## src/rtl/core/vn2d_pkg.sv

```systemverilog
// vn2d_pkg: widths, constants and the pipeline stage type of the 2d vector normalizer
// no dependencies
package vn2d_pkg;

    localparam int COORD_BITS = 16;
    localparam int FRAC_BITS  = 14;

    localparam int DIFF_BITS = COORD_BITS + 1;
    localparam int MAG_BITS  = COORD_BITS;
    localparam int SQ_BITS   = 2 * MAG_BITS;
    localparam int SUM_BITS  = SQ_BITS + 1;
    localparam int Q_BITS    = FRAC_BITS + 1;
    localparam int OUT_BITS  = FRAC_BITS + 2;
    localparam int ACC_BITS  = SUM_BITS + 2 * Q_BITS + 1;
    localparam int NUM_CELLS = FRAC_BITS + 1;
    localparam int SH_BITS   = $clog2(FRAC_BITS + 1);

    typedef logic [ACC_BITS-1:0] t_acc;
    typedef logic [Q_BITS-1:0]   t_q;

    // one component of the running root division: p = s*q*q, r = s*q
    typedef struct packed {
        t_acc tgt;
        t_acc p;
        t_acc r;
        t_q   q;
        logic neg;
    } t_comp;

    typedef struct packed {
        t_acc  sumsq;
        t_comp cx;
        t_comp cy;
        logic  zero;
    } t_stage;

endpackage

```

## src/rtl/core/vn2d_cell.sv

```systemverilog
// vn2d_cell: one quotient bit of both components per cell, restoring root division
// depends on vn2d_pkg
module vn2d_cell import vn2d_pkg::*; (
    input  logic               i_clk,
    input  logic               i_rst_n,
    input  logic [SH_BITS-1:0] i_bit,
    input  logic               i_valid,
    input  t_stage             i_stage,
    input  logic               i_adv,
    output logic               o_take,
    output logic               o_valid,
    output t_stage             o_stage
);
    logic   r_valid;
    t_stage r_stage, n_stage;
    t_acc   s_sq, s_lin, tx, ty;

    always_comb begin
        // s*(q+2^b)^2 = s*q^2 + (s*q)*2^(b+1) + s*2^(2b)
        s_sq  = i_stage.sumsq << {i_bit, 1'b0};
        s_lin = i_stage.sumsq << i_bit;
        tx    = i_stage.cx.p + (i_stage.cx.r << (i_bit + 1'b1)) + s_sq;
        ty    = i_stage.cy.p + (i_stage.cy.r << (i_bit + 1'b1)) + s_sq;
        n_stage = i_stage;
        if (tx <= i_stage.cx.tgt) begin
            n_stage.cx.p = tx;
            n_stage.cx.r = i_stage.cx.r + s_lin;
            n_stage.cx.q = i_stage.cx.q | (Q_BITS'(1) << i_bit);
        end
        if (ty <= i_stage.cy.tgt) begin
            n_stage.cy.p = ty;
            n_stage.cy.r = i_stage.cy.r + s_lin;
            n_stage.cy.q = i_stage.cy.q | (Q_BITS'(1) << i_bit);
        end
    end

    assign o_take = !r_valid || i_adv;

    always_ff @(posedge i_clk) begin
        if (!i_rst_n) begin
            r_valid <= 1'b0;
        end else if (o_take) begin
            r_valid <= i_valid;
        end
        if (o_take) begin
            r_stage <= n_stage;
        end
    end

    assign o_valid = r_valid;
    assign o_stage = r_stage;
endmodule

```

## config.mk

```make
export PLATFORM = sky130hd
export DESIGN_NAME = vn2d_cell
export DESIGN_NICKNAME = d
export VERILOG_FILES = /design/src/rtl/core/vn2d_pkg.sv /design/src/rtl/core/vn2d_cell.sv
export SDC_FILE = /design/constraint.sdc
export NUM_CORES = 2
export LEC_CHECK = 0
export CORE_AREA = 2 2 382 384
export DETAILED_ROUTE_END_ITERATION = 10
export DIE_AREA = 0 0 384 386
export DONT_BUFFER_PORTS = 1
export GPL_TIMING_DRIVEN = 0
export PLACE_DENSITY = 0.46
export SLEW_MARGIN = 20
export SYNTH_ARGS = -nofsm -noshare
export SYNTH_HDL_FRONTEND = slang
export SYNTH_SLANG_ARGS = --single-unit
```

## constraint.sdc

```tcl
create_clock -name i_clk -period 27.2 [get_ports i_clk]
set_input_delay 5.44 -clock i_clk [delete_from_list [all_inputs] [get_ports i_clk]]
set_output_delay 5.44 -clock i_clk [all_outputs]
set_load 0.03 [all_outputs]
```

==> impl_metrics.env <==
export IMPL_vdd_drop_max_uv=73.0
export IMPL_dr_first_iter_drc_count=4285
export IMPL_seqCellArea_sq_um=14500
export IMPL_ys_seq_area_share_pct=29.4
export IMPL_final_layout_size_suffix_gt1_share_pct=9.00
export IMPL_post_route_min_period_ps=20900
export IMPL_instances_no_fill=7159
export IMPL_areaGrowthSynthToFinish_pct=9.33
export IMPL_start_util_pct=34.0
export IMPL_power_density_cell_area_nw_per_um2=120
export IMPL_clockRootBuffer="clkbuf_16"
export IMPL_viasPerCell=6.16
export IMPL_nFillCells=14700
export IMPL_postCtsSetupRepairBufs=0
export IMPL_cts_tree="done"
export IMPL_cts_buffer_depth=3
export IMPL_cts_sinks=482
export IMPL_synthesis_instances=5115
export IMPL_ant_nets=0
export IMPL_critPathKind="primary input to flop"
export IMPL_wirelength_um=257000
export IMPL_synth_warnings=0
export IMPL_insertion_delay_ps=670
export IMPL_cts_buffers=54
export IMPL_worstPathRequired_ps=27540
export IMPL_syn_avg_cell_area_sq_um=9.61
export IMPL_cts_htree_levels=2
export IMPL_synthDistinctLibCells=93
export IMPL_pin_count=972
export IMPL_finalCritPeriodShare_pct=76.9
export IMPL_hpwl_um=220000
export IMPL_setup_viol=0
export IMPL_grt_pass1_wl_um=347000
export IMPL_nNetsFinal=6185
export IMPL_finalHoldViolCount=0
export IMPL_fin_skew_ps=13.2
export IMPL_portBuffers=0
export IMPL_core_area_sq_um=145000
export IMPL_synth_edff_count=481
export IMPL_syn_nets=6117
export IMPL_critPathMaxStageDelay_ps=950
export IMPL_status="finished, final reports clean"
export IMPL_relSlewSlack_pct=16.4
export IMPL_ys_seq_elements=482
export IMPL_path_max_fanout=11
export IMPL_die_w_um=384
export IMPL_antenna_found_initial=23
export IMPL_via_count=44100
export IMPL_wire_per_inst_um=35.8
export IMPL_p_leak_nw=21.8
export IMPL_cp_common_cell="clkbuf_1"
export IMPL_drtPass1Iterations=5
export IMPL_cp_start_kind="primary input"
export IMPL_holdCritPathClass="flop to flop"
export IMPL_endpoint_kind="flop"
export IMPL_tightest_slew_ps=1250
export IMPL_synth_area_sq_um=49100
export IMPL_drc=0
export IMPL_setup_tns_ps=0
export IMPL_gr_usage_all_layers_pct=33.2
export IMPL_grt_max_degree=60
export IMPL_die_y_um=386
export IMPL_die_area_sq_um=148000
export IMPL_grt_remaining_overflow=0
export IMPL_num_rows=140
export IMPL_postLayoutCoreUtil_pct=37.2
export IMPL_grt_pass1_vias=43800
export IMPL_rsz0062_at_grt="no"
export IMPL_cts_hold_buf=0
export IMPL_finalMaxSlewViolations=0
export IMPL_crit_arrival_ps=21250
export IMPL_synthArstFlopShare_pct=0
export IMPL_multiInputGateArea_sq_um=32700
export IMPL_maxCapViolCount=0
export IMPL_cts_resized=0
export IMPL_clkSlewWorstSetupHoldPaths_ps=60
export IMPL_clock_fmax_ghz=0.0478
export IMPL_synthFlopType="edfxtp_1"
export IMPL_cp_slowest_cell="buf_1"
export IMPL_place_inst=7044
export IMPL_gp_congestion=0.987
## metrics by stage
| step | power [W] | hold slack, ps | worst slack, ps | cell area [sq um] |
|---|---|---|---|---|
| 2_1_floorplan | 0.00426 | 5540 | 4640 | 49100 |
| 3_3_place_gp | 0.00564 | 5540 | -625 | 51500 |
| 3_5_place_dp | 0.00564 | 700 | 5770 | 51900 |
| 4_1_cts | 0.00645 | 709 | 6460 | 53700 |
| 5_1_grt | 0.00683 | 727 | 6140 | 53700 |
| 6_report | 0.00646 | 699 | 6300 | 53700 |
## power breakdown
group	total (W)	switching [W]	internal, W	leakage [nW]
Clock	0.000763	0.000325	0.000438	0.865
Sequential	0.00183	0.000584	0.00125	5.01
Combinational	0.00386	0.00248	0.00138	15.9
Total	0.00646	0.00339	0.00306	21.8
## synth_stat cells, types with 51 or more instances
library cell  instances  area [sq um]
nor3_1               89           445
clkbuf_1            197           739
nor2b_1              53           332
o21bai_1             83           623
nand2_1             404          1520
inv_1               235           882
xor2_1              112           981
a21o_1              221          1660
a21oi_1             418          2090
nand4_1             108           676
ha_1                403          5040
mux2i_1             242          2420
xnor2_1             152          1330
o21ai_0             394          1970
nand2b_1             79           494
nor2_1              317          1190
mux4_2              152          3420
a211oi_1             58           435
nand3_1              51           255
edfxtp_1            481         14400
o21a_1               51           383
fa_1                110          2200
mux2_2              137          1540
## layer usage
layer,GRT usage [%],up-vias,routed length [um]
li1,-,19400,-
met1,41.2,22000,103000
met2,55.0,2261,119000
met3,7.73,444,21800
met4,14.2,16,12900
met5,0,-,106
## worst paths after layout
kind                                endpoint  slack, ps  startpoint  cells after the start
worst max-delay path             o_stage[79]       6300    i_bit[2]                     35
worst min register to register       o_valid        700     o_valid                      2
worst max register to register  o_stage[131]      24620     o_valid                      6
worst min-delay path                 o_valid        700     o_valid                      2
## worst max-delay path, delay by kind of cell
kind | cells | cell delay, ps
AO/OA/AOI/OAI | 7 | 3180
XOR/XNOR | 1 | 140
adder cells (fa/ha/maj) | 4 | 1560
buffers and inverters | 14 | 8300
multiplexers | 1 | 210
AND/OR/NAND/NOR | 8 | 2310
## final cells by class
class                           instances  area share (%)
Timing Repair Buffer                   12           0.571
Inverter                              238            1.66
Buffer                                284            2.10
Antenna cell                           18          0.0838
Clock buffer                           68            2.73
Multi-Input combinational cell       4111            60.9
Sequential cell                       482            26.9
Tap cell                             1917            4.46
Clock inverter                         29           0.605
## flip-flops by register name, summed over array words and instances, names as in the netlist
name,count
o_stage,481
o_valid,1
## cell usage in the layout, fill, tap and decap left out, types with 78 or more instances in the layout
cell      count
xnor2_1     151
ha_1        403
nor2_1      317
mux2i_1     242
fa_1        110
nand2_1     404
nand4_1     108
xor2_1      112
a21o_1      221
clkbuf_1    203
o21bai_1     83
o21ai_0     394
nand2b_1     78
inv_1       235
mux4_2      152
a21oi_1     418
edfxtp_1    481
nor3_1       88
mux2_2      137
## kinds of logic (layout without fill, tap and decap cells)
logic type,after synthesis,in the layout,share of synthesized area (%)
adders and majority gates,513,513,14.7
AOI/OAI and AO/OA,1533,1533,19.5
muxes,548,548,15.4
xor gates and xnor gates,264,264,4.71
and+or+nand+nor,1253,1253,12.1
other,0,18,0
buffers and inverters,522,631,4.10
DFF,482,482,29.4
(Power assumes the default switching activity.)
