## config.mk

```make
export PLATFORM = sky130hd
export DESIGN_NAME = vn2d_prep
export DESIGN_NICKNAME = d
export VERILOG_FILES = /design/src/rtl/core/vn2d_pkg.sv /design/src/rtl/core/vn2d_prep.sv
export SDC_FILE = /design/constraint.sdc
export NUM_CORES = 1
export LEC_CHECK = 0
export BUFFER_PORTS_ARGS = -buffer_cell sky130_fd_sc_hd__clkbuf_2
export CAP_MARGIN = 20
export CORE_MARGIN = 3
export CORE_UTILIZATION = 45
export DETAILED_ROUTE_END_ITERATION = 16
export PLACE_DENSITY = 0.69
export SLEW_MARGIN = 20
export SYNTH_ARGS = -nofsm -noshare
export SYNTH_HDL_FRONTEND = slang
export SYNTH_SLANG_ARGS = --single-unit
export TNS_END_PERCENT = 100
```

## constraint.sdc

```tcl
create_clock -name i_clk -period 29 [get_ports i_clk]
set_input_delay 5.8 -clock i_clk [delete_from_list [all_inputs] [get_ports i_clk]]
set_output_delay 5.8 -clock i_clk [all_outputs]
set_load 0.005 [all_outputs]
```

## src/rtl/core/vn2d_pkg.sv

```systemverilog
// vn2d_pkg: widths, constants and the pipeline stage type of the 2d vector normalizer
// no dependencies
package vn2d_pkg;

    localparam int COORD_BITS = 16;
    localparam int FRAC_BITS  = 14;

    localparam int DIFF_BITS = COORD_BITS + 1;
    localparam int MAG_BITS  = COORD_BITS;
    localparam int SQ_BITS   = 2 * MAG_BITS;
    localparam int SUM_BITS  = SQ_BITS + 1;
    localparam int Q_BITS    = FRAC_BITS + 1;
    localparam int OUT_BITS  = FRAC_BITS + 2;
    localparam int ACC_BITS  = SUM_BITS + 2 * Q_BITS + 1;
    localparam int NUM_CELLS = FRAC_BITS + 1;
    localparam int SH_BITS   = $clog2(FRAC_BITS + 1);

    typedef logic [ACC_BITS-1:0] t_acc;
    typedef logic [Q_BITS-1:0]   t_q;

    // one component of the running root division: p = s*q*q, r = s*q
    typedef struct packed {
        t_acc tgt;
        t_acc p;
        t_acc r;
        t_q   q;
        logic neg;
    } t_comp;

    typedef struct packed {
        t_acc  sumsq;
        t_comp cx;
        t_comp cy;
        logic  zero;
    } t_stage;

endpackage

```

## src/rtl/core/vn2d_prep.sv

```systemverilog
// vn2d_prep: differences, magnitudes and squared length, first pipeline stage
// depends on vn2d_pkg
module vn2d_prep import vn2d_pkg::*; (
    input  logic                         i_clk,
    input  logic                         i_rst_n,
    input  logic                         i_valid,
    input  logic signed [COORD_BITS-1:0] i_start_x,
    input  logic signed [COORD_BITS-1:0] i_start_y,
    input  logic signed [COORD_BITS-1:0] i_end_x,
    input  logic signed [COORD_BITS-1:0] i_end_y,
    input  logic                         i_adv,
    output logic                         o_take,
    output logic                         o_valid,
    output t_stage                       o_stage
);
    logic signed [DIFF_BITS-1:0] dx, dy;
    logic [MAG_BITS-1:0]         mx, my;
    logic [SQ_BITS-1:0]          sqx, sqy;
    logic                        r_valid;
    t_stage                      r_stage, n_stage;

    always_comb begin
        dx  = DIFF_BITS'(i_end_x) - DIFF_BITS'(i_start_x);
        dy  = DIFF_BITS'(i_end_y) - DIFF_BITS'(i_start_y);
        mx  = dx[DIFF_BITS-1] ? MAG_BITS'(-dx) : MAG_BITS'(dx);
        my  = dy[DIFF_BITS-1] ? MAG_BITS'(-dy) : MAG_BITS'(dy);
        sqx = mx * mx;
        sqy = my * my;
        n_stage        = '0;
        n_stage.sumsq  = ACC_BITS'(sqx) + ACC_BITS'(sqy);
        n_stage.cx.tgt = ACC_BITS'(sqx) << (2 * FRAC_BITS);
        n_stage.cy.tgt = ACC_BITS'(sqy) << (2 * FRAC_BITS);
        n_stage.cx.neg = dx[DIFF_BITS-1];
        n_stage.cy.neg = dy[DIFF_BITS-1];
        n_stage.zero   = (mx == '0) && (my == '0);
    end

    assign o_take = !r_valid || i_adv;

    always_ff @(posedge i_clk) begin
        if (!i_rst_n) begin
            r_valid <= 1'b0;
        end else if (o_take) begin
            r_valid <= i_valid;
        end
        if (o_take) begin
            r_stage <= n_stage;
        end
    end

    assign o_valid = r_valid;
    assign o_stage = r_stage;
endmodule

```

==> impl_results.md, run 1 <==
- Worst setup EP type: flip-flop
- HP Class: flip-flop to flip-flop
- EDFF count, synth: 98
- Max Cap Violations: 0
- Max-slew violation count: 0
- Compound-cell area share of the yosys netlist: a little under a tenth
- Worst hold slack: 0.9621 ns
- CTS resizes: 0
- Largest net degree at the start of global routing: 59
- Mapped Cells: 2651
- Iter 0 DRT Violations: between 800 and 900
- Worst-path clk slew: 0.07 ns
- Row cnt: 83
- All-Layer GR Usage: between 10% and 20%
- Routed wl met3: 4043 um
- Area fraction of the dominant cell type after synthesis: between 20% and 30%
- Final Hold Viols: 0
- Die ar.: between 50000 and 60000 um2
- Worst-skew pair later-pin latency: 0.37 ns
- Via count: about 17000
- Synth Area in Simple Gates: 10.46%
- Cell mode on critical path: fa_1
- Crit start category: primary input
- Initial antenna violation count: 1
- Global-route wire length before repair: approximately 84000 um
- Skew final: 0.009394 ns
- Starting density of the core: 45.84%
- Status: finished clean
- DRT Pass-1 Iters: 5
- Final Setup Violations: 0
- Largest stage delay, worst path: 0.75 ns
- WL met1: about 23000 um
- Clock Path Buffers: 2
- Largest family of logic cells by synthesized area: adder cells
- Adder-cell area share of the yosys netlist: 41.04%
- Minimum clock period: 17.15 ns
- Share of cells above drive strength 1: 8.745%
- Post-Route WL: 52580 um
- #FFs+latches synth: 99
- DR top layer: met4
- Most frequent cells in the layout: inv_1, conb_1, fa_1
- Root Buffer: clkbuf_16
- Setup Crit Path Kind: primary input to flip-flop
- Yosys cell types: 80
- Die extent in y: between 200 and 250 um
- CP max-delay cell: o311ai_0
- CTS buffer count: 9
- P&R area growth vs syn: 2.270%
- Port Buffers: 167
- IO Count: 551
- Clk sink count: 99
- H-tree Lvls: 3
- Top_reg_cell synth: edfxtp_1
- RSZ-0062 raised after global routing: no
- Postcts setup bufs: 0
- Multiplexer share of the synthesized area: less than 1%
- Core Region: a little over 50000 um2
- Post-route antenna net violation count: 0
- Global route overflow: 0
- Asr flop ratio synth: 0%
- Commonest non-fill, non-tap cell in the layout: inv_1
- Worst-margin pin slew: 1.024 ns
- Syn Area/Cell: 8.942 um2
- Synth area leader: fa_1
- CTS tree: built
- CP required: 29.12 ns
- Max frequency: 58.32 MHz
- Ys Warns: 0
- Top cells by area, synth: fa_1, ha_1, edfxtp_1
- Setup TNS: 0 ns
- Met2 Routed Length: 25050 um
- ANT cells: 0
- Arr. time, crit path: 17.27 ns
- Vias/cell: around 4.8
- Tcrit/Tclk final: 59.13%
- Cts hold-fix bufs: 0
- Cell area after synthesis: 23710 um2
- Nets: 3459
- Die Width: 235.5 um
- Relative slew slack: 31.25%
- DRC violations left: 0
- RePlAce Congestion: 0.9055
- Fraction of synthesized cell area in xor and xnor cells: 5.553%
- Seq/Total Area, Yosys: 12.50%
- Vias in the first global route: 16351
- Worst Path Max Fanout: 14
- Wire per inst: about 15 um
- Final HPWL DP: about 45000 um
-- kinds of logic after synthesis --
kind of cell,count (synthesis)
compound gates,319
simple gates,545
mux,5
fa+ha+maj,584
flops,99
other cells,1
buf+inv,951
xor+xnor,147
-- synth_stat cells (all sizes together), types with 22 or more instances --
master,n
inv,517
nand2,147
nand3,27
fa,323
or2,22
nor2,214
xor2,51
ha,260
nor3,24
edfxtp,98
buf,389
xnor2,95
a21o,49
a21oi,87
clkbuf,36
o21ai,55
-- layer usage --
metal	up-vias	GRT usage (%)
met1	8218	25.74
met4	0	3.577
met3	52	4.182
met5	-	0
met2	544	30.42
li1	7982	-
-- final cells by class --
| type | instances | area [um2] |
|---|---|---|
| timing repair buffer | 189 | 1001 |
| inverter | 526 | 1974 |
| sequential | 99 | 2963 |
| multi-input combinational | 1983 | 17170 |
| fill | 5055 | 27470 |
| tap | 680 | 850.8 |
| clock inverter | 6 | 56.30 |
| clock buffer | 10 | 229.0 |
-- stage by stage --
step           instance area, um2  utilization (%)  std cells  worst slack [ns]
3_3_place_gp                23960            46.33       3477             11.70
5_1_grt                     24240            46.88       3493             11.05
2_1_floorplan               25140                -       3033             13.05
6_report                    24240            46.88       3493             11.85
4_1_cts                     24240            46.88       3493             12.00
3_5_place_dp                23960            46.33       3477             11.65
-- final timing paths --
kind / startpoint / endpoint / slack [ns] / cells after the start
setup reg to reg: o_valid / o_stage[201] / 27.06 / 2
hold / removal: o_valid / o_valid / 0.96 / 2
hold reg to reg: o_valid / o_valid / 0.96 / 2
setup / recovery: i_end_x[0] / o_stage[449] / 11.85 / 43
-- critical path: cells and delay by family --
kind	cells	cell delay (ns)
buffers and inverters	9	1.28
AOI/OAI and AO/OA	19	4.56
adders and majority gates	11	4.48
xor gates and xnor gates	1	0.68
and+or+nand+nor	3	0.45
-- state kept, by name (all words and copies together), names as in the netlist --
register  count
o_valid       1
o_stage      98
Power of run 1 is not shown: default switching activity piles up to over one toggle a cycle in this logic, so the estimate is an artifact.
==> run 2: changes to the inputs <==
- PLACE_DENSITY: 0.69 -> 0.71
- clock period: 29 -> 13.75 ns (I/O delays scaled with it)
==> run 2 against run 1 <==
Effect of this change: flip-flop and latch count did not move; worst hold slack improved by 0.043 ns; routed wire length fell by 1.1%; critical endpoint unchanged; non-clock buffer count rose by 36; register-to-register slack got worse by 15 ns; global-route usage fell by 0.24 points; die area did not move; cell count rose by 1.0%; utilization rose by 0.64 points.
==> impl_results.md, run 2 (synthesis results as in run 1) <==
- Largest stage delay, worst path: 0.57 ns (-0.18 ns)
- Postcts setup bufs: 0 (unchanged)
- Worst hold endpoint: o_valid
- R2R setup slack: 11.73 ns (-15.33 ns)
- Post-Route WL: 51990 um (-1.1%)
- HP Class: flip-flop to flip-flop
- Max-slew violation count: 0 (unchanged)
- CP required: 13.86 ns (-15.26 ns)
- Setup Crit Path Kind: primary input to flip-flop
- Initial antenna violation count: 2 (+1)
- Setup TNS: 0 ns (unchanged)
- Row cnt: 83 (unchanged)
- Worst-path clk slew: 0.07 ns (about the same)
- Via count: 16872 (+0.45%)
- IO Count: 551 (unchanged)
- Post-route antenna net violation count: 0 (unchanged)
- Largest net degree at the start of global routing: 59 (unchanged)
- Clk sink count: 99 (unchanged)
- Cts hold-fix bufs: 0 (unchanged)
- Worst hold slack: 1.005 ns (+0.04317 ns)
- Crit start category: primary input
- Port Buffers: 167 (unchanged)
- Relative slew slack: 36.83% (+5.6 points)
- ANT cells: 0 (unchanged)
- Final HPWL DP: 44870 um (-0.58%)
- HP Start: o_valid
- Root Buffer: clkbuf_16
- Arr. time, crit path: 13.32 ns (-3.95 ns)
- Most frequent cells in the layout: inv_1, conb_1, fa_1
- Final Setup Violations: 0 (unchanged)
- Final Hold Viols: 0 (unchanged)
- Minimum clock period: 13.22 ns
- Worst setup EP type: flip-flop
- Vias/cell: 4.781 (-0.57%)
- R2R depth: 2 (unchanged)
- Skew final: 0.006696 ns (-0.002698 ns)
- All-Layer GR Usage: 18.43% (-0.24 points)
- Status: finished clean
- Hold depth: 2 (unchanged)
- Starting density of the core: 45.84% (unchanged)
- CTS resizes: 0 (unchanged)
- P&R area growth vs syn: 3.668%
- Core Region: 51720 um2 (unchanged)
- RePlAce Congestion: 0.9248 (+2.1%)
- Clock Path Buffers: 2 (unchanged)
- Cell mode on critical path: fa_1
- CTS tree: built
- DRC violations left: 0 (unchanged)
- CP max-delay cell: or4_1
- Commonest non-fill, non-tap cell in the layout: inv_1
- Nets: 3495 (+1.0%)
- Max Cap Violations: 0 (unchanged)
- Global-route wire length before repair: 83590 um (-0.71%)
- Tcrit/Tclk final: between 90% and 100%
- DRT Pass-1 Iters: 5 (unchanged)
- Vias in the first global route: 16340 (-0.067%)
- CTS buffer count: 9 (unchanged)
- Iter 0 DRT Violations: 1042 (+17%)
- Critical path buffer and inverter count: 5 (-4)
- Worst-skew pair later-pin latency: 0.37 ns (about the same)
- Number of flip-flops in the largest register: 98 (unchanged)
- RSZ-0062 raised after global routing: no
- Max frequency: 75.67 MHz
- R2r endpoint: o_stage[407]
- Die extent in y: 235.5 um (unchanged)
- Die Width: 235.5 um (unchanged)
- Share of cells above drive strength 1: 10.00% (+1.3 points)
- Worst Path Max Fanout: 5 (-9)
- FF-to-FF Start: o_valid
- Worst-margin pin slew: 0.9418 ns (-0.08207 ns)
- Wire per inst: 14.73 um (-2.1%)
- Kind of cell adding the most delay to the critical path: adder cells
- H-tree Lvls: 3 (unchanged)
- Global route overflow: 0 (unchanged)
- Levels on crit path: 41 (-4.7%)
- Die ar.: 55470 um2 (unchanged)
-- run 2: changes by cell type in the layout (fill, tap and decap cells not counted), sizes merged --
cell and delta:
clkinvlp -1, inv -1, clkinv +1, bufinv +1, buf +36
-- run 2: worst min-delay path: cells and delay by family (launching register included) --
family	cells	cell delay, ns
AOI/OAI and AO/OA	1	0.17
and+or+nand+nor	1	0.45
DFF	1	0.34
-- run 2: layout make-up --
class                           instances  area [um2]
Tap cell                              680       850.8
Fill cell                            5023       27140
Clock inverter                          6       83.83
Clock buffer                           10       229.0
Multi-Input combinational cell       1983       17200
Inverter                              526        1977
Timing Repair Buffer                  225        1271
Sequential cell                        99        2963
-- run 2: stage by stage --
step / area, um2 / setup WS [ns] / util [%] / cells
2_1_floorplan: 25140 / 0.8474 / - / 3033
3_3_place_gp: 24230 / 0.2739 / 46.85 / 3513
3_5_place_dp: 24230 / 0.08596 / 46.85 / 3513
4_1_cts: 24540 / 0.4406 / 47.45 / 3529
5_1_grt: 24570 / 0.02360 / 47.52 / 3529
6_report: 24570 / 0.5341 / 47.52 / 3529
-- run 2: routing by layer --
layer	track usage (%)	share of wire [%]	routed length, um
met1	25.89	43	22460
met2	29.98	48	24700
met3	3.866	7.9	4120
met4	2.839	1.3	698
met5	0	0	0
-- run 2: worst max path at each step --
stage | from | end
final | i_end_y[0] | o_stage[449]
after global routing | i_end_y[0] | o_stage[449]
after CTS | i_end_y[0] | o_stage[449]
after detailed placement | i_end_y[0] | o_stage[449]
after global placement | i_end_y[0] | o_stage[449]
after floorplan | i_start_y[9] | o_stage[449]
Power of run 2 is left out for the same reason.
==> run 3: changes to the inputs <==
- BUFFER_PORTS_ARGS: -buffer_cell sky130_fd_sc_hd__clkbuf_2 -> -buffer_cell sky130_fd_sc_hd__buf_2
- PLACE_DENSITY: 0.71 -> 0.69
- clock period: 13.75 -> 12.38 ns (I/O delays scaled with it)
==> run 3 against run 2 <==
Effect of this change: worst hold slack better by 0.076 ns; utilization increased by 3.3 points; cell count increased by 5.0%; global-route usage increased by 0.30 points; routed wire length rose by 2.9%; design area grew 6.9%.
==> impl_results.md, run 3 (synthesis results as in run 1) <==
- Row cnt: 83 (unchanged)
- Starting density of the core: 45.84% (unchanged)
- Final Cell Area: 26280 um2 (+6.9%)
- RePlAce Congestion: 0.9298 (+0.54%)
- Post-route antenna net violation count: 0 (unchanged)
- Final Hold Viols: 0 (unchanged)
- CP required: 12.51 ns (-1.35 ns)
- R2R depth: 2 (unchanged)
- Max-slew violation count: 0 (unchanged)
- FF-to-FF Start: o_valid
- Relative slew slack: 49.57% (+13 points)
- P&R area growth vs syn: 10.85%
- RSZ-0062 raised after global routing: yes
- FILL cells: 4978 (-0.90%)
- Die Width: 235.5 um (unchanged)
- Die ar.: 55470 um2 (unchanged)
- Cts hold-fix bufs: 0 (unchanged)
- Crit path from: i_start_y[2]
- Root Buffer: clkbuf_16
- IO Count: 551 (unchanged)
- Die extent in y: 235.5 um (unchanged)
- Worst-path clk slew: 0.09 ns (+0.02 ns)
- CTS buffer count: 9 (unchanged)
- All-Layer GR Usage: 18.73% (+0.30 points)
- Most frequent cells in the layout: inv_1, conb_1, fa_1
- Max frequency: 82.50 MHz
- Vias in the first global route: 17136 (+4.9%)
- DRC violations left: 0 (unchanged)
- Cell mode on critical path: fa_1
- Port Buffers: 167 (unchanged)
- Core Region: 51720 um2 (unchanged)
- Post-Route WL: 53470 um (+2.9%)
- Largest net degree at the start of global routing: 54 (-8.5%)
- Worst-skew pair later-pin latency: 0.37 ns (about the same)
- H-tree Lvls: 3 (unchanged)
- Status: finished clean
- Crit path to: o_stage[445]
- CP max-delay cell: or4_4
- Largest stage delay, worst path: 0.55 ns (-0.02 ns)
- CTS tree: built
- Number of flip-flops in the largest register: 98 (unchanged)
- Commonest non-fill, non-tap cell in the layout: inv_1
- Nets: 3672 (+5.1%)
- Via count: 17556 (+4.1%)
- Worst Path Max Fanout: 4 (-1)
- Crit start category: primary input
- Wire per inst: 14.42 um (-2.1%)
- DRT Pass-1 Iters: 5 (unchanged)
- Skew final: 0.01047 ns (+0.003771 ns)
- Area post-placement: 25500 um2 (+5.3%)
- Clk sink count: 99 (unchanged)
- R2r endpoint: o_stage[200]
- Worst setup EP type: flip-flop
- Global route overflow: 0 (unchanged)
- Tcrit/Tclk final: slightly below 100%
- Global-route wire length before repair: 85180 um (+1.9%)
- Final HPWL DP: 46350 um (+3.3%)
- Vias/cell: 4.736 (-0.94%)
- R2R setup slack: 10.41 ns (-1.32 ns)
- Max Cap Violations: 0 (unchanged)
- Final core utilization: 50.81% (+3.3 points)
- Setup Crit Path Kind: primary input to flip-flop
- Minimum clock period: 12.12 ns
- Initial antenna violation count: 3 (+1)
- Worst setup margin: 0.2588 ns (-0.2753 ns)
- Share of cells above drive strength 1: 17.68% (+7.7 points)
- Post-place setup slack: -0.3063 ns (-0.3923 ns)
- Worst hold slack: 1.081 ns (+0.07567 ns)
- Arr. time, crit path: 12.25 ns (-1.07 ns)
- HP Class: flip-flop to flip-flop
- Final Setup Violations: 0 (unchanged)
- Worst-margin pin slew: 0.7496 ns (-0.1922 ns)
- Iter 0 DRT Violations: 859 (-18%)
- Clock Path Buffers: 2 (unchanged)
run 3: cell count changes in the layout (fill, tap and decap cells not counted), sizes merged:
cell	change
buf	+344
diode	+1
inv	+2
bufinv	-1
clkbuf	-167
clkinv	-1
run 3: how the worst min path moves through the flow:
stage	start	end	slack [ns]	depth (start not counted)
after global placement	o_valid	o_stage[173]	1.07	1
after CTS	o_valid	o_stage[428]	1.11	1
after floorplan	i_valid	o_valid	2.61	2
final	o_valid	o_stage[428]	1.08	1
after detailed placement	o_valid	o_stage[173]	1.08	1
after global routing	o_valid	o_stage[428]	1.15	1
run 3: critical path, delay by kind of cell:
family          cells  cell delay (ns)
xor+xnor            2             0.24
fa+ha+maj          10             4.00
simple gates        9             2.18
compound gates     13             2.82
buf+inv             7             0.53
run 3: timing repair:
| action | in CTS | in global routing |
|---|---|---|
| setup endpoints to repair | 0 | 8 |
| buffers inserted | 0 | 14 |
| hold endpoints to repair | 0 | 0 |
| resized for setup | 0 | 90 |
run 3: per-stage QoR:
step	cells	setup TNS [ns]
final	3707	0
after global placement	3676	-0.4775
after floorplan	3033	0
after detailed placement	3676	-1.228
after global routing	3706	-0.6177
after CTS	3692	0
run 3: layout make-up:
class | instances | area, um2 | area share (%)
flip-flops and latches | 99 | 2963 | 11.28
well taps | 680 | 850.8 | 3.238
clock buffers | 10 | 229.0 | 0.8713
diodes | 1 | 2.502 | 0.009523
multi-input cells | 1983 | 17580 | 66.91
clock inverters | 6 | 57.56 | 0.2190
repair buffers | 402 | 2616 | 9.956
inverters | 526 | 1977 | 7.523
run 3: layer usage:
layer | GRT usage [%] | share of wire, % | vias up
met5 | 0 | 0.024 | -
met1 | 26.60 | 44 | 8580
met3 | 3.843 | 7.8 | 53
met4 | 3.282 | 1.4 | 2
met2 | 30.02 | 47 | 533
li1 | - | - | 8388
Power of run 3 is left out for the same reason.
